==> src/rtl/lprd_pkg.sv <==
// Package for the length-prefixed request deframer.
// Holds the item and result types, header positions, result kinds and register map.
// No dependencies.
package lprd_pkg;

	// Configuration port
	localparam int unsigned ADDR_W = 3;
	localparam int unsigned DATA_W = 32;
	localparam logic [0:0] IDX_TIMEOUT = 1'd0;
	localparam logic [DATA_W-1:0] TIMEOUT_RESET = 32'd1000;

	// Input command codes
	localparam logic CMD_BYTE = 1'b0;
	localparam logic CMD_TICK = 1'b1;

	// Result kinds
	localparam logic [1:0] KIND_PAYLOAD = 2'd0;
	localparam logic [1:0] KIND_EMPTY   = 2'd1;
	localparam logic [1:0] KIND_DROP    = 2'd2;

	// Header byte positions; HDR_PAYLOAD means the header is complete
	localparam logic [2:0] HDR_SYS     = 3'd0;
	localparam logic [2:0] HDR_CODE    = 3'd1;
	localparam logic [2:0] HDR_LEN_HI  = 3'd2;
	localparam logic [2:0] HDR_LEN_LO  = 3'd3;
	localparam logic [2:0] HDR_PAYLOAD = 3'd4;

	localparam logic [31:0] IDLE_MAX = 32'hFFFF_FFFF;

	typedef struct packed {
		logic       command;
		logic [7:0] data_byte;
	} item_t;

	typedef struct packed {
		logic [1:0]  kind;
		logic [7:0]  system_id;
		logic [7:0]  request_code;
		logic [15:0] payload_length;
		logic [15:0] byte_index;
		logic [7:0]  payload_byte;
		logic        last;
	} result_t;

endpackage

==> src/rtl/lprd_regs.sv <==
// Configuration register file of the deframer: APB-style access to timeout_ticks.
// Depends on lprd_pkg.
module lprd_regs import lprd_pkg::*; (
	input  logic              clk,
	input  logic              arst_n,
	input  logic              psel,
	input  logic              penable,
	input  logic              pwrite,
	input  logic [ADDR_W-1:0] paddr,
	input  logic [DATA_W-1:0] pwdata,
	output logic [DATA_W-1:0] prdata,
	output logic              pready,
	output logic [DATA_W-1:0] timeout_ticks
);

	logic [DATA_W-1:0] timeout_q;
	logic              sel_timeout;

	assign pready      = 1'b1;
	assign sel_timeout = (paddr[2] == IDX_TIMEOUT);

	// Write timeout on the access cycle
	always_ff @(posedge clk or negedge arst_n) begin
		if (!arst_n) begin
			timeout_q <= TIMEOUT_RESET;
		end else if (psel && penable && pwrite && pready && sel_timeout) begin
			timeout_q <= pwdata;
		end
	end

	// Read back
	always_comb begin
		prdata = '0;
		if (sel_timeout) begin
			prdata = timeout_q;
		end
	end

	assign timeout_ticks = timeout_q;

endmodule

==> src/rtl/lprd_core.sv <==
// Deframer datapath: header and payload counters, idle timer and result register.
// Depends on lprd_pkg.
module lprd_core import lprd_pkg::*; (
	input  logic        clk,
	input  logic        arst_n,
	input  logic [31:0] timeout_ticks,
	input  logic        in_valid,
	output logic        in_ready,
	input  item_t       in_item,
	output logic        out_valid,
	input  logic        out_ready,
	output result_t     out_res
);

	logic [2:0]  hdr_cnt_q, hdr_cnt_d;
	logic [7:0]  sys_q, sys_d;
	logic [7:0]  code_q, code_d;
	logic [15:0] len_q, len_d;
	logic [15:0] pcnt_q, pcnt_d;
	logic [31:0] idle_q, idle_d;
	logic        res_valid_q;
	result_t     res_q, res_d;
	logic        emit;
	logic        accept;
	logic [31:0] idle_inc;
	logic [16:0] pcnt_inc;
	logic [15:0] len_lo;
	logic        pay_last;

	// Accept while the result register is empty or being drained
	assign in_ready = !res_valid_q || out_ready;
	assign accept   = in_valid && in_ready;

	assign idle_inc = (idle_q == IDLE_MAX) ? idle_q : idle_q + 32'd1;
	assign pcnt_inc = {1'b0, pcnt_q} + 17'd1;
	assign pay_last = pcnt_inc >= {1'b0, len_q};
	assign len_lo   = {len_q[15:8], in_item.data_byte};

	// Next state and result for one word
	always_comb begin
		hdr_cnt_d = hdr_cnt_q;
		sys_d     = sys_q;
		code_d    = code_q;
		len_d     = len_q;
		pcnt_d    = pcnt_q;
		idle_d    = idle_q;
		emit      = 1'b0;
		res_d     = '0;
		res_d.system_id      = sys_q;
		res_d.request_code   = code_q;
		res_d.payload_length = len_q;
		if (in_item.command == CMD_TICK) begin
			// Count idle time only while a request is pending
			if (hdr_cnt_q != HDR_SYS) begin
				if (idle_inc >= timeout_ticks) begin
					emit       = 1'b1;
					res_d.kind = KIND_DROP;
					res_d.last = 1'b1;
					hdr_cnt_d  = HDR_SYS;
					sys_d      = '0;
					code_d     = '0;
					len_d      = '0;
					pcnt_d     = '0;
					idle_d     = '0;
				end else begin
					idle_d = idle_inc;
				end
			end
		end else begin
			idle_d = '0;
			case (hdr_cnt_q)
				HDR_SYS: begin
					sys_d     = in_item.data_byte;
					hdr_cnt_d = HDR_CODE;
				end
				HDR_CODE: begin
					code_d    = in_item.data_byte;
					hdr_cnt_d = HDR_LEN_HI;
				end
				HDR_LEN_HI: begin
					len_d     = {in_item.data_byte, 8'h00};
					hdr_cnt_d = HDR_LEN_LO;
				end
				HDR_LEN_LO: begin
					pcnt_d = '0;
					if (len_lo == 16'd0) begin
						// Empty payload: report and start over
						emit                 = 1'b1;
						res_d.kind           = KIND_EMPTY;
						res_d.payload_length = 16'd0;
						res_d.last           = 1'b1;
						hdr_cnt_d            = HDR_SYS;
						sys_d                = '0;
						code_d               = '0;
						len_d                = '0;
					end else begin
						len_d     = len_lo;
						hdr_cnt_d = HDR_PAYLOAD;
					end
				end
				default: begin
					// Payload word
					emit               = 1'b1;
					res_d.kind         = KIND_PAYLOAD;
					res_d.byte_index   = pcnt_q;
					res_d.payload_byte = in_item.data_byte;
					res_d.last         = pay_last;
					if (pay_last) begin
						hdr_cnt_d = HDR_SYS;
						sys_d     = '0;
						code_d    = '0;
						len_d     = '0;
						pcnt_d    = '0;
					end else begin
						pcnt_d = pcnt_inc[15:0];
					end
				end
			endcase
		end
	end

	// Hold request state; advance on each accepted word
	always_ff @(posedge clk or negedge arst_n) begin
		if (!arst_n) begin
			hdr_cnt_q   <= HDR_SYS;
			sys_q       <= '0;
			code_q      <= '0;
			len_q       <= '0;
			pcnt_q      <= '0;
			idle_q      <= '0;
			res_valid_q <= 1'b0;
		end else begin
			if (accept) begin
				hdr_cnt_q   <= hdr_cnt_d;
				sys_q       <= sys_d;
				code_q      <= code_d;
				len_q       <= len_d;
				pcnt_q      <= pcnt_d;
				idle_q      <= idle_d;
				res_valid_q <= emit;
			end else if (out_ready) begin
				res_valid_q <= 1'b0;
			end
		end
	end

	// Result payload register
	always_ff @(posedge clk or negedge arst_n) begin
		if (!arst_n) begin
			res_q <= '0;
		end else if (accept && emit) begin
			res_q <= res_d;
		end
	end

	assign out_valid = res_valid_q;
	assign out_res   = res_q;

endmodule

==> src/rtl/length_prefixed_request_deframer.sv <==
// Length-prefixed request deframer, top level.
// Input stream s_*: one word per received byte (s_tuser = 0) or per time tick
// (s_tuser = 1). Each request is a four-byte header (system id, request code,
// 16-bit payload length high byte first) followed by the payload bytes.
// Output stream m_*: one word per payload byte, one word for a request with
// an empty payload, and one drop word when a pending request stays idle for
// timeout_ticks ticks; m_tlast marks the final word of a request or a drop.
// Results are registered: a result appears on m_* in the cycle after the word that causes it.
// Throughput: one input word per cycle unless stalled, set by the single result register
// that follows the header/payload counters and the 32-bit idle compare.
// Stall: s_tready drops only while the result register is full and m_tready
// is low; the pending result holds until taken.
// Reset: timeout_ticks returns to 1000, all request state and the result
// register clear.
// Configuration: timeout_ticks at byte address 0 of the APB-style port.
// Depends on lprd_pkg, lprd_regs and lprd_core.
module length_prefixed_request_deframer import lprd_pkg::*; (
	input  logic              clk,
	input  logic              arst_n,
	// Configuration port
	input  logic              psel,
	input  logic              penable,
	input  logic              pwrite,
	input  logic [ADDR_W-1:0] paddr,
	input  logic [DATA_W-1:0] pwdata,
	output logic [DATA_W-1:0] prdata,
	output logic              pready,
	// Input stream
	input  logic              s_tvalid,
	output logic              s_tready,
	input  logic [7:0]        s_tdata,  // [7:0] data_byte
	input  logic              s_tuser,  // [0] command
	// Output stream
	output logic              m_tvalid,
	input  logic              m_tready,
	// [7:0] system_id, [15:8] request_code, [31:16] payload_length,
	// [47:32] byte_index, [55:48] payload_byte
	output logic [55:0]       m_tdata,
	output logic [1:0]        m_tuser,  // [1:0] kind
	output logic              m_tlast
);

	logic [DATA_W-1:0] timeout_ticks;
	item_t             in_item;
	result_t           res;

	lprd_regs u_regs (
		.clk           (clk),
		.arst_n        (arst_n),
		.psel          (psel),
		.penable       (penable),
		.pwrite        (pwrite),
		.paddr         (paddr),
		.pwdata        (pwdata),
		.prdata        (prdata),
		.pready        (pready),
		.timeout_ticks (timeout_ticks)
	);

	assign in_item.command   = s_tuser;
	assign in_item.data_byte = s_tdata;

	lprd_core u_core (
		.clk           (clk),
		.arst_n        (arst_n),
		.timeout_ticks (timeout_ticks),
		.in_valid      (s_tvalid),
		.in_ready      (s_tready),
		.in_item       (in_item),
		.out_valid     (m_tvalid),
		.out_ready     (m_tready),
		.out_res       (res)
	);

	// Pack the result word
	assign m_tdata = {res.payload_byte, res.byte_index, res.payload_length,
		res.request_code, res.system_id};
	assign m_tuser = res.kind;
	assign m_tlast = res.last;

endmodule

==> config.mk <==
export PLATFORM = sky130hd
export DESIGN_NAME = length_prefixed_request_deframer
export DESIGN_NICKNAME = d
export VERILOG_FILES = /design/src/rtl/lprd_pkg.sv /design/src/rtl/lprd_regs.sv /design/src/rtl/lprd_core.sv /design/src/rtl/length_prefixed_request_deframer.sv
export SDC_FILE = /design/constraint.sdc
export NUM_CORES = 1
export LEC_CHECK = 0
export BUFFER_PORTS_ARGS = -buffer_cell sky130_fd_sc_hd__buf_2
export CAP_MARGIN = 15
export CELL_PAD_IN_SITES_DETAIL_PLACEMENT = 0
export CELL_PAD_IN_SITES_GLOBAL_PLACEMENT = 1
export CORE_MARGIN = 4
export CORE_UTILIZATION = 48
export DETAILED_ROUTE_END_ITERATION = 16
export HOLD_SLACK_MARGIN = 0.02
export PLACE_DENSITY = 0.92
export SETUP_SLACK_MARGIN = 0.1
export SYNTH_ARGS = -nofsm -noshare
export SYNTH_HDL_FRONTEND = slang
export SYNTH_SLANG_ARGS = --single-unit
==> constraint.sdc <==
create_clock -name clk -period 8.3 [get_ports clk]
set_input_delay 0.415 -clock clk [delete_from_list [all_inputs] [get_ports clk]]
set_output_delay 0.415 -clock clk [all_outputs]
set_load 0.03 [all_outputs]
==> summary.txt, run 1 <==
Global routing
  • Total Routing Usage GR: 0.203
  • Pin count of the biggest net entering global routing: 101
  • Initial antenna violation count: 0
  • GR Overflow Total: 0
  • Number of global-route vias before repair: 7269
  • First-pass GRT wire length: 36300 um

Yosys
  • #FFs+latches synth: 175
  • FFs w/ async S/R, synth: 1.00
  • Seq/Total Area, Yosys: 0.464
  • Leading area contributor after synthesis: dfrtp_1
  • Dominant synthesized flop cell: dfrtp_1
  • Cells after Synth: 969
  • Post-synth EDFFs: 0
  • Area contributors post-synth: dfrtp_1, mux2_2, ha_1
  • Yosys top cell area share: 0.448
  • Yosys warning count: 0
  • Distinct cells, synth: 56
  • Mapped cell area: 9450 sq um
  • Synthesized area per cell: 9.75 sq um
  • Syn Nets: 1070

Clocking
  • Post_cts resized: 0
  • Num CTS Buffers: 17
  • Quantity of hold-fixing buffers added after cts: 0
  • H-tree levels: 4
  • CTS Root Cell: clkbuf_16
  • Worst-path clk slew: 0.07 ns
  • TritonCTS clock tree: done
  • Clk buf depth: 2
  • Post-CTS Setup Repair Bufs: 0
  • Clk Latency, worst-skew pair: 0.44 ns
  • Clock sinks: 175

Cells and area
  • Area growth syn-to-layout: 16.6%
  • Fin nets: 1193
  • Final Util: 0.568
  • Share of layout cells above drive strength 1: 0.254
  • Commonest cells after routing, fill and taps aside: dfrtp_1, buf_2, nand2_1
  • Most common cell after layout, fill and taps aside: dfrtp_1
  • Ant diodes: 0

Route
  • Avg Vias per Cell: 5.37
  • Via count: 7358
  • Drt total wl: 21600 um
  • Drt first pass iters: 5
  • Initial drt markers: 369
  • Routed Antenna Nets: 0
  • DR WL/cell: 15.8 um
  • DRC violations left: 0

Placement
  • GP Congestion: 0.807
  • Hpwl dp: 15700 um
  • Port-buffer cells: 141

STA
  • Max Fclk: 0.193 GHz
  • TNS Setup: 0 ns
  • RSZ-0062 raised after global routing: false
  • Period utilization: 0.624
  • Actual slew at the worst max-slew pin: 1.05 ns
  • Endpoints failing hold: 0
  • Relative slew slack: 0.299
  • Crit path time final: 5.18 ns
  • Worst-case clock skew: 0.0186 ns
  • Final setup fails: 0
  • Worst Hold Slack: 0.0498 ns
  • Max-slew violation count: 0

Pwr
  • Leak pwr: 5.41 nW
  • PwrDens: 250 nW/um^2
  • Max VDD drop: 143 uV
  • Design Power: 2.76 mW

Critical path
  • Reg2reg start: u_core.idle_q[20]$_DFFE_PN0P_
  • CP Capture Type: register
  • R2R depth: 15
  • Reg-to-Reg End: u_core.out_res[26]$_DFFE_PN0P_
  • Critical path type: register to register
  • CP Max Fanout: 14
  • Worst EP arrival: 5.50 ns
  • R2R setup slack: 3.12 ns
  • Worst setup SP type: register
  • Req. time, crit path: 8.62 ns

Min path
  • HP Class: input pin to asynchronous set/reset pin

Die
  • Die W: 148 um
  • Initial Util: 0.487
  • Die area: 22000 sq um
  • Cell row count: 51
  • Core area: 19400 sq um
  • Die H: 148 um
  • I/O Pins: 145

Job
  • Max-cap violation count: 0

Status
  • Status: completed
## cells by family (layout without fill, tap and decap cells)
logic type | Yosys count | in the layout | synth area share
flip-flops | 175 | 175 | 0.464
XOR/XNOR | 41 | 41 | 0.0380
adder cells (fa/ha/maj) | 50 | 50 | 0.0662
AND/OR/NAND/NOR | 338 | 338 | 0.175
other | 1 | 1 | 0.000397
AO/OA/AOI/OAI | 169 | 169 | 0.110
multiplexers | 85 | 85 | 0.100
buffers and inverters | 110 | 246 | 0.0458
## synth_stat cells (13+ instances only)
| library cell | instances |
|---|---|
| or3_1 | 16 |
| ha_1 | 50 |
| dfrtp_1 | 169 |
| mux2_2 | 76 |
| o21ai_0 | 73 |
| clkbuf_1 | 32 |
| nand4_1 | 16 |
| a22o_1 | 18 |
| nor3_1 | 19 |
| inv_1 | 63 |
| xnor2_1 | 23 |
| nand2_1 | 114 |
| nor2_1 | 93 |
| xor2_1 | 18 |
| nand3_1 | 20 |
| nand2b_1 | 13 |
| a21oi_1 | 39 |
## layer usage
metal | global-route usage | share of wire | up-vias
met5 | 0 | 0 | -
met1 | 0.271 | 0.45 | 3557
met2 | 0.345 | 0.49 | 163
met4 | 0.0490 | 0.011 | 0
li1 | - | - | 3614
met3 | 0.0372 | 0.043 | 24
## registers in the layout, indices dropped and copies added, names as in the netlist
register              count
u_core.pcnt_q            16
u_core.idle_q            32
u_regs.timeout_ticks     32
u_core.hdr_cnt_q          3
u_core.out_valid          1
u_core.out_res           59
u_core.sys_q              8
u_core.code_q             8
u_core.len_q             16
## critical path: stages, from the launching register on
cell and delay, ns:
dfrtp_1 0.47, nand4_1 0.30, nor3_2 0.44, nand4_1 0.38
and3_1 0.34, nand4_1 0.15, xnor2_1 0.14, ha_1 0.26
a21oi_1 0.14, o21ai_0 0.15, a2111oi_0 0.41, a31oi_1 0.15
buf_4 0.21, nor2_1 0.81, nor2_1 0.37, a32o_1 0.36
## stage by stage
step | instances | setup WS (ns) | instance area, sq um
final | 1370 | 3.12 | 11000
after global routing | 1370 | 2.66 | 11000
after CTS | 1370 | 3.14 | 11000
after detailed placement | 1338 | 3.17 | 10400
after global placement | 1338 | 3.12 | 10400
after floorplan | 969 | 4.19 | 9450
## how the worst max path moves through the flow
stage                                  start                             end  slack [ns]  cells past startpoint
4_1_cts        u_core.idle_q[20]$_DFFE_PN0P_  u_core.out_res[26]$_DFFE_PN0P_        3.14                     15
2_1_floorplan   u_core.idle_q[0]$_DFFE_PN0P_  u_core.out_res[41]$_DFFE_PN0P_        4.19                     17
5_1_grt        u_core.idle_q[20]$_DFFE_PN0P_   u_core.out_res[9]$_DFFE_PN0P_        2.66                     15
3_5_place_dp   u_core.idle_q[20]$_DFFE_PN0P_  u_core.out_res[21]$_DFFE_PN0P_        3.17                     15
3_3_place_gp    u_core.idle_q[0]$_DFFE_PN0P_  u_core.out_res[25]$_DFFE_PN0P_        3.12                     16
6_report       u_core.idle_q[20]$_DFFE_PN0P_  u_core.out_res[26]$_DFFE_PN0P_        3.12                     15
## area by class of cell
| class | instances | area [sq um] |
|---|---|---|
| Clock buffer | 17 | 425 |
| Inverter | 63 | 236 |
| Sequential cell | 175 | 4390 |
| Timing Repair Buffer | 151 | 787 |
| Fill cell | 1744 | 8380 |
| Multi-Input combinational cell | 684 | 4650 |
| Clock inverter | 15 | 206 |
| Tap cell | 265 | 332 |
## power by group
group | switching, mW | internal, mW
clock network | 0.408 | 0.416
logic | 0.531 | 0.298
registers | 0.0988 | 1.01
(Power assumes the default switching activity.)
==> inputs of run 2 (changes only) <==
--- a/config.mk
+++ b/config.mk
@@ -5,15 +5,16 @@
 export SDC_FILE = /design/constraint.sdc
 export NUM_CORES = 1
 export LEC_CHECK = 0
+export ABC_AREA = 1
 export BUFFER_PORTS_ARGS = -buffer_cell sky130_fd_sc_hd__buf_2
 export CAP_MARGIN = 15
 export CELL_PAD_IN_SITES_DETAIL_PLACEMENT = 0
 export CELL_PAD_IN_SITES_GLOBAL_PLACEMENT = 1
 export CORE_MARGIN = 4
-export CORE_UTILIZATION = 48
+export CORE_UTILIZATION = 43
 export DETAILED_ROUTE_END_ITERATION = 16
 export HOLD_SLACK_MARGIN = 0.02
-export PLACE_DENSITY = 0.92
+export PLACE_DENSITY = 0.87
 export SETUP_SLACK_MARGIN = 0.1
 export SYNTH_ARGS = -nofsm -noshare
 export SYNTH_HDL_FRONTEND = slang
==> constraint.sdc (replaced) <==
create_clock -name clk -period 4.9 [get_ports clk]
set_input_delay 0.245 -clock clk [delete_from_list [all_inputs] [get_ports clk]]
set_output_delay 0.245 -clock clk [all_outputs]
set_load 0.03 [all_outputs]
==> summary.txt, run 2 <==
Status
  • Status: completed

Clocking
  • Clk Latency, worst-skew pair: 0.44 ns (about the same)
  • Worst-path clk slew: 0.07 ns (about the same)
  • Clock sinks: 175 (unchanged)
  • Clk buf depth: 2 (unchanged)
  • TritonCTS clock tree: done
  • CTS Root Cell: clkbuf_16
  • H-tree levels: 4 (unchanged)
  • Num CTS Buffers: 17 (unchanged)

Yosys
  • Dominant synthesized flop cell: dfrtp_1
  • FFs w/ async S/R, synth: 1.00 (unchanged)
  • Seq/Total Area, Yosys: 0.442 (-0.0220)
  • #FFs+latches synth: 175 (unchanged)
  • Synth cell count leaders: nand2_1, dfrtp_1, inv_1, nor2_1, o21ai_0
  • Post-synth EDFFs: 0 (unchanged)
  • Yosys warning count: 0 (unchanged)
  • Distinct cells, synth: 42 (-25%)
  • Synthesized area per cell: 7.71 sq um (-21%)
  • Area contributors post-synth: dfrtp_1, nand2_1, ha_1
  • Most numerous cell in the Yosys netlist: nand2_1
  • Yosys top cell area share: 0.426 (-0.0212)
  • Syn Nets: 1387 (+30%)
  • Mapped cell area: 9920 sq um (+5.0%)
  • Leading area contributor after synthesis: dfrtp_1
  • Cells after Synth: 1286 (+33%)

Global routing
  • GR Overflow Total: 0 (unchanged)
  • Initial antenna violation count: 0 (unchanged)
  • Number of global-route vias before repair: 8159 (+12%)
  • Pin count of the biggest net entering global routing: 105 (+4.0%)
  • Total Routing Usage GR: 0.195 (-0.00772)
  • First-pass GRT wire length: 41300 um (+14%)

Pwr
  • Sw Ratio: 0.419 (+0.0433)
  • Comb pwr share: 0.358 (+0.058)
  • NetSw: 2.11 mW (+100%)
  • Clock power frac: 0.273 (-0.025)
  • Int Power: 2.93 mW (+70%)
  • PwrDens: 437 nW/um^2 (+75%)
  • Max VDD drop: 258 uV (+80%)
  • Reg power frac: 0.369 (-0.032)
  • Leak pwr: 6.00 nW (+11%)

STA
  • TNS Setup: 0 ns (unchanged)
  • Worst Hold Slack: 0.0395 ns (-0.0102 ns)
  • Actual slew at the worst max-slew pin: 0.883 ns (-0.165 ns)
  • Max Fclk: 0.239 GHz (+24%)
  • Fin worst setup slack: 0.707 ns (-2.41 ns)
  • Relative slew slack: 0.410 (+0.111)
  • Max-slew violation count: 0 (unchanged)
  • Worst-case clock skew: 0.0135 ns (-0.00513 ns)
  • Period utilization: 0.856 (+0.231)
  • Final setup fails: 0 (unchanged)
  • Crit path time final: 4.19 ns (-0.988 ns)
  • Endpoints failing hold: 0 (unchanged)
  • RSZ-0062 raised after global routing: false

Placement
  • Place WS: 0.395 ns (-2.77 ns)
  • GP Congestion: 0.907 (+12%)
  • Hpwl dp: 18100 um (+15%)
  • Port-buffer cells: 141 (unchanged)
  • DP Area: 10800 sq um (+4.1%)

Route
  • Via count: 8541 (+16%)
  • Routed Antenna Nets: 0 (unchanged)
  • DRC violations left: 0 (unchanged)
  • Initial drt markers: 547 (+48%)
  • DR WL/cell: 14.6 um (-7.1%)
  • Drt total wl: 25100 um (+16%)
  • Drt first pass iters: 5 (unchanged)
  • Avg Vias per Cell: 4.99 (-7.1%)

Die
  • Initial Util: 0.438 (-0.0490)
  • Die W: 160 um (+7.8%)
  • I/O Pins: 145 (unchanged)
  • Die H: 160 um (+7.8%)
  • Die area: 25600 sq um (+16%)
  • Core area: 22600 sq um (+17%)
  • Cell row count: 55 (+7.8%)

Critical path
  • Worst EP arrival: 4.49 ns (-1.01 ns)
  • Worst setup SP type: register
  • Req. time, crit path: 5.20 ns (-3.42 ns)
  • CP Max Fanout: 14 (unchanged)
  • CP Capture Type: register
  • Peak per-stage delay on the critical path: 0.42 ns (-0.39 ns)
  • Critical-path cell list: nand2_1 > nor2_1 > nand4_1 > nor2_1 > nand4_1 > buf_4 > nand2_1 > ha_1 > nand2_1 > nor2_1 > nand4_1 > nor2_1 > nand4_2 > nand4_4 > buf_12 > nand2_1 > inv_1 > o22ai_1
  • Slowest CP cell: dfrtp_1
  • Critical path type: register to register

Min path
  • HP Class: input pin to register

Cells and area
  • Most common cell after layout, fill and taps aside: nand2_1
  • Commonest cells after routing, fill and taps aside: nand2_1, dfrtp_1, inv_1
  • Area growth syn-to-layout: 16.2%
  • Fin nets: 1515 (+27%)
  • Max FFs per register: 59 (unchanged)
  • Share of layout cells above drive strength 1: 0.160 (-0.0945)
  • Design Area, Final: 11500 sq um (+4.6%)
  • Ant diodes: 0 (unchanged)

Job
  • Max-cap violation count: 0 (unchanged)
-- run 2: repair_timing --
item / 4_1_cts / 5_1_grt
hold buffers: 2 / 0
hold endpoints to repair: 71 / 0
setup endpoints to repair: 0 / 45
resized for setup: 0 / 3
buffers inserted: 0 / 5
-- run 2: power groups by stage --
stage               Combinational, mW  Sequential (mW)  Clock [mW]
detailed placement               1.79             1.89           0
global route                     2.03             1.89        1.47
finish                           1.80             1.86        1.37
global placement                 1.76             1.88           0
floorplan                        1.17             2.01           0
CTS                              1.80             1.86        1.41
-- run 2: final timing paths --
path | start | endpoint | slack, ns | cells past startpoint
max | u_core.idle_q[4]$_DFFE_PN0P_ | u_core.pcnt_q[8]$_DFFE_PN0P_ | 0.71 | 18
min | pwdata[6] | u_regs.timeout_ticks[6]$_DFFE_PN1P_ | 0.04 | 3
max reg2reg | u_core.idle_q[4]$_DFFE_PN0P_ | u_core.pcnt_q[8]$_DFFE_PN0P_ | 0.71 | 18
min reg2reg | u_core.len_q[11]$_DFFE_PN0P_ | u_core.len_q[11]$_DFFE_PN0P_ | 0.47 | 2
max in group asynchronous | arst_n | u_regs.timeout_ticks[7]$_DFFE_PN1P_ | 3.53 | 3
min in group asynchronous | arst_n | u_core.out_res[11]$_DFFE_PN0P_ | 0.37 | 2
-- run 2: stage by stage --
| stage | utilization | cells | total power [mW] |
|---|---|---|---|
| global route | 0.509 | 1712 | 5.39 |
| global placement | 0.478 | 1671 | 3.64 |
| floorplan | - | 1286 | 3.18 |
| finish | 0.509 | 1712 | 5.04 |
| detailed placement | 0.478 | 1671 | 3.68 |
| CTS | 0.505 | 1705 | 5.07 |
-- run 2: final cells by class --
cell class,count,area (sq um)
inverters,164,619
clock inverters,14,175
fillers,2249,11100
well taps,285,357
repair buffers,154,852
flip-flops and latches,175,4390
multi-input cells,901,4690
repair inverters,1,7.51
clock buffers,18,429
-- run 2: cells by family after synthesis --
group | share of synthesized area
flip-flops | 0.442
other | 0.000378
adder cells (fa/ha/maj) | 0.0631
AO/OA/AOI/OAI | 0.113
XOR/XNOR | 0.0344
AND/OR/NAND/NOR | 0.261
buffers and inverters | 0.0864
-- run 2: per-layer routing --
layer	up-vias	wire length, um	part of all wire	track usage
li1	4367	-	-	-
met1	3965	12600	0.50	0.294
met2	188	11000	0.44	0.293
met3	21	1200	0.048	0.0317
met4	0	267	0.011	0.0504
met5	-	0	0	0
-- run 2: critical path: cells and delay by family (launching register included) --
| family | cells | cell delay [ns] |
|---|---|---|
| buf+inv | 3 | 0.88 |
| compound gates | 1 | 0.12 |
| flops | 1 | 0.42 |
| simple gates | 13 | 2.48 |
| fa+ha+maj | 1 | 0.15 |
==> inputs of run 3 (changes only) <==
--- a/config.mk
+++ b/config.mk
@@ -6,15 +6,15 @@
 export NUM_CORES = 1
 export LEC_CHECK = 0
 export ABC_AREA = 1
-export BUFFER_PORTS_ARGS = -buffer_cell sky130_fd_sc_hd__buf_2
+export BUFFER_PORTS_ARGS = -buffer_cell sky130_fd_sc_hd__buf_4
 export CAP_MARGIN = 15
 export CELL_PAD_IN_SITES_DETAIL_PLACEMENT = 0
 export CELL_PAD_IN_SITES_GLOBAL_PLACEMENT = 1
 export CORE_MARGIN = 4
-export CORE_UTILIZATION = 43
+export CORE_UTILIZATION = 29
 export DETAILED_ROUTE_END_ITERATION = 16
 export HOLD_SLACK_MARGIN = 0.02
-export PLACE_DENSITY = 0.87
+export PLACE_DENSITY = 0.65
 export SETUP_SLACK_MARGIN = 0.1
 export SYNTH_ARGS = -nofsm -noshare
 export SYNTH_HDL_FRONTEND = slang
==> summary.txt, run 3 (synthesized netlist as in run 2, its figures left out) <==
Critical path
  • R2R setup slack: 0.89 ns (+0.19 ns)
  • CP Capture Type: register
  • Critical path type: register to register
  • Worst EP arrival: 4.32 ns (-0.17 ns)
  • Worst setup SP type: register
  • R2R depth: 17 (-1)
  • Req. time, crit path: 5.22 ns (+0.02 ns)
  • CP Max Fanout: 29 (+15)

Cells and area
  • Fin nets: 1517 (+0.13%)
  • Final Util: 0.360 (-0.149)
  • Share of layout cells above drive strength 1: 0.160 (-0.000224)
  • Most common cell after layout, fill and taps aside: nand2_1
  • Area growth syn-to-layout: 21.9%
  • Commonest cells after routing, fill and taps aside: nand2_1, dfrtp_1, inv_1
  • # fillers: 3560 (+58%)
  • Ant diodes: 0 (unchanged)
  • Max FFs per register: 59 (unchanged)

Global routing
  • Number of global-route vias before repair: 8238 (+0.97%)
  • First-pass GRT wire length: 44800 um (+8.4%)
  • Pin count of the biggest net entering global routing: 105 (unchanged)
  • Initial antenna violation count: 0 (unchanged)
  • Total Routing Usage GR: 0.151 (-0.0439)
  • GR Overflow Total: 0 (unchanged)

Clocking
  • Post_cts resized: 0 (unchanged)
  • TritonCTS clock tree: done
  • Clk Latency, worst-skew pair: 0.45 ns (about the same)
  • CTS Root Cell: clkbuf_16
  • H-tree levels: 4 (unchanged)
  • Clock sinks: 175 (unchanged)
  • Worst-path clk slew: 0.07 ns (about the same)
  • Clk buf depth: 2 (unchanged)
  • Num CTS Buffers: 17 (unchanged)

Die
  • Die H: 193 um (+21%)
  • Initial Util: 0.295 (-0.143)
  • Die W: 193 um (+21%)
  • Die area: 37200 sq um (+46%)
  • Cell row count: 67 (+22%)
  • Core area: 33600 sq um (+48%)
  • I/O Pins: 145 (unchanged)

Job
  • Max-cap violation count: 0 (unchanged)

STA
  • Max Fclk: 0.250 GHz (+4.7%)
  • Fin worst setup slack: 0.894 ns (+0.186 ns)
  • RSZ-0062 raised after global routing: false
  • Crit path time final: 4.01 ns (-0.186 ns)
  • Worst-case clock skew: 0.0132 ns (-0.000263 ns)
  • TNS Setup: 0 ns (unchanged)
  • Final setup fails: 0 (unchanged)
  • Max-slew violation count: 0 (unchanged)
  • Period utilization: 0.818 (-0.0380)
  • Worst Hold Slack: 0.0495 ns (+0.0100 ns)
  • Endpoints failing hold: 0 (unchanged)
  • Actual slew at the worst max-slew pin: 0.729 ns (-0.155 ns)
  • Relative slew slack: 0.514 (+0.104)

Min path
  • Worst Hold Depth: 3 (unchanged)
  • HP Class: input pin to register

Route
  • Drt first pass iters: 5 (unchanged)
  • Drt total wl: 27500 um (+9.8%)
  • DRC violations left: 0 (unchanged)
  • Avg Vias per Cell: 4.46 (-11%)
  • DR WL/cell: 14.7 um (+0.18%)
  • Via count: 8370 (-2.0%)
  • Routed Antenna Nets: 0 (unchanged)
  • Initial drt markers: 434 (-21%)

Placement
  • Hpwl dp: 20300 um (+12%)
  • Place WS: 0.899 ns (+0.504 ns)
  • GP Congestion: 0.836 (-7.8%)
  • Port-buffer cells: 141 (unchanged)

Status
  • Status: completed

Pwr
  • Leak pwr: 6.08 nW (+1.5%)
  • Max VDD drop: 248 uV (-3.7%)
  • PwrDens: 433 nW/um^2 (-0.87%)
run 3: path summary, 6_finish.rpt:
kind	from	end
min in group asynchronous	arst_n	u_regs.timeout_ticks[10]$_DFFE_PN0P_
worst max-delay path	u_core.idle_q[0]$_DFFE_PN0P_	u_core.out_res[33]$_DFFE_PN0P_
worst max register to register	u_core.idle_q[0]$_DFFE_PN0P_	u_core.out_res[33]$_DFFE_PN0P_
worst min register to register	u_core.len_q[12]$_DFFE_PN0P_	u_core.len_q[12]$_DFFE_PN0P_
max in group asynchronous	arst_n	u_core.out_res[11]$_DFFE_PN0P_
worst min-delay path	pwdata[21]	u_regs.timeout_ticks[21]$_DFFE_PN0P_
run 3: worst max-delay path, cell delays in order, from the launching register on:
cell and delay, ns:
dfrtp_1 0.43, ha_1 0.24, nand3_1 0.20, nor3_1 0.48, nand2_1 0.14, xor2_1 0.15
nand2_1 0.11, ha_1 0.29, nand2_1 0.06, nor2_1 0.13, nand2_1 0.09, nor2_1 0.34
nand4_2 0.19, nand4_4 0.31, nand2_4 0.28, buf_4 0.28, nand2_1 0.06, o21ai_0 0.06
run 3: what timing repair did:
| item | in CTS | in global routing |
|---|---|---|
| hold buffers | 4 | 0 |
| setup buffers | 0 | 0 |
| endpoints found under the hold margin | 72 | 0 |
run 3: cell type report:
class / instances / area [sq um] / area share
clock buffer: 17 / 425 / 0.0352
clock inverter: 15 / 191 / 0.0158
inverter: 164 / 616 / 0.0509
multi-input combinational: 900 / 4670 / 0.387
sequential: 175 / 4390 / 0.363
tap: 448 / 561 / 0.0464
timing repair buffer: 158 / 1240 / 0.102
run 3: metal layers:
layer	vias to the layer above	track usage	share of wire
met5	-	0	0
met3	18	0.0245	0.034
met1	3852	0.231	0.53
li1	4379	-	-
met2	121	0.223	0.42
met4	0	0.0368	0.011
run 3: power by group:
group | leakage [nW] | switching (mW) | total [mW] | internal, mW
clock network | 0.303 | 0.675 | 1.46 | 0.782
logic | 3.48 | 1.31 | 1.92 | 0.609
registers | 2.31 | 0.155 | 1.86 | 1.71
total | 6.08 | 2.15 | 5.24 | 3.10
run 3: through the flow:
stage	std cells	area, sq um	power (mW)
2_1_floorplan	1286	9920	3.18
6_report	1877	12100	5.24
3_3_place_gp	1841	11400	3.81
3_5_place_dp	1841	11400	3.83
4_1_cts	1877	12100	5.32
5_1_grt	1877	12100	5.63
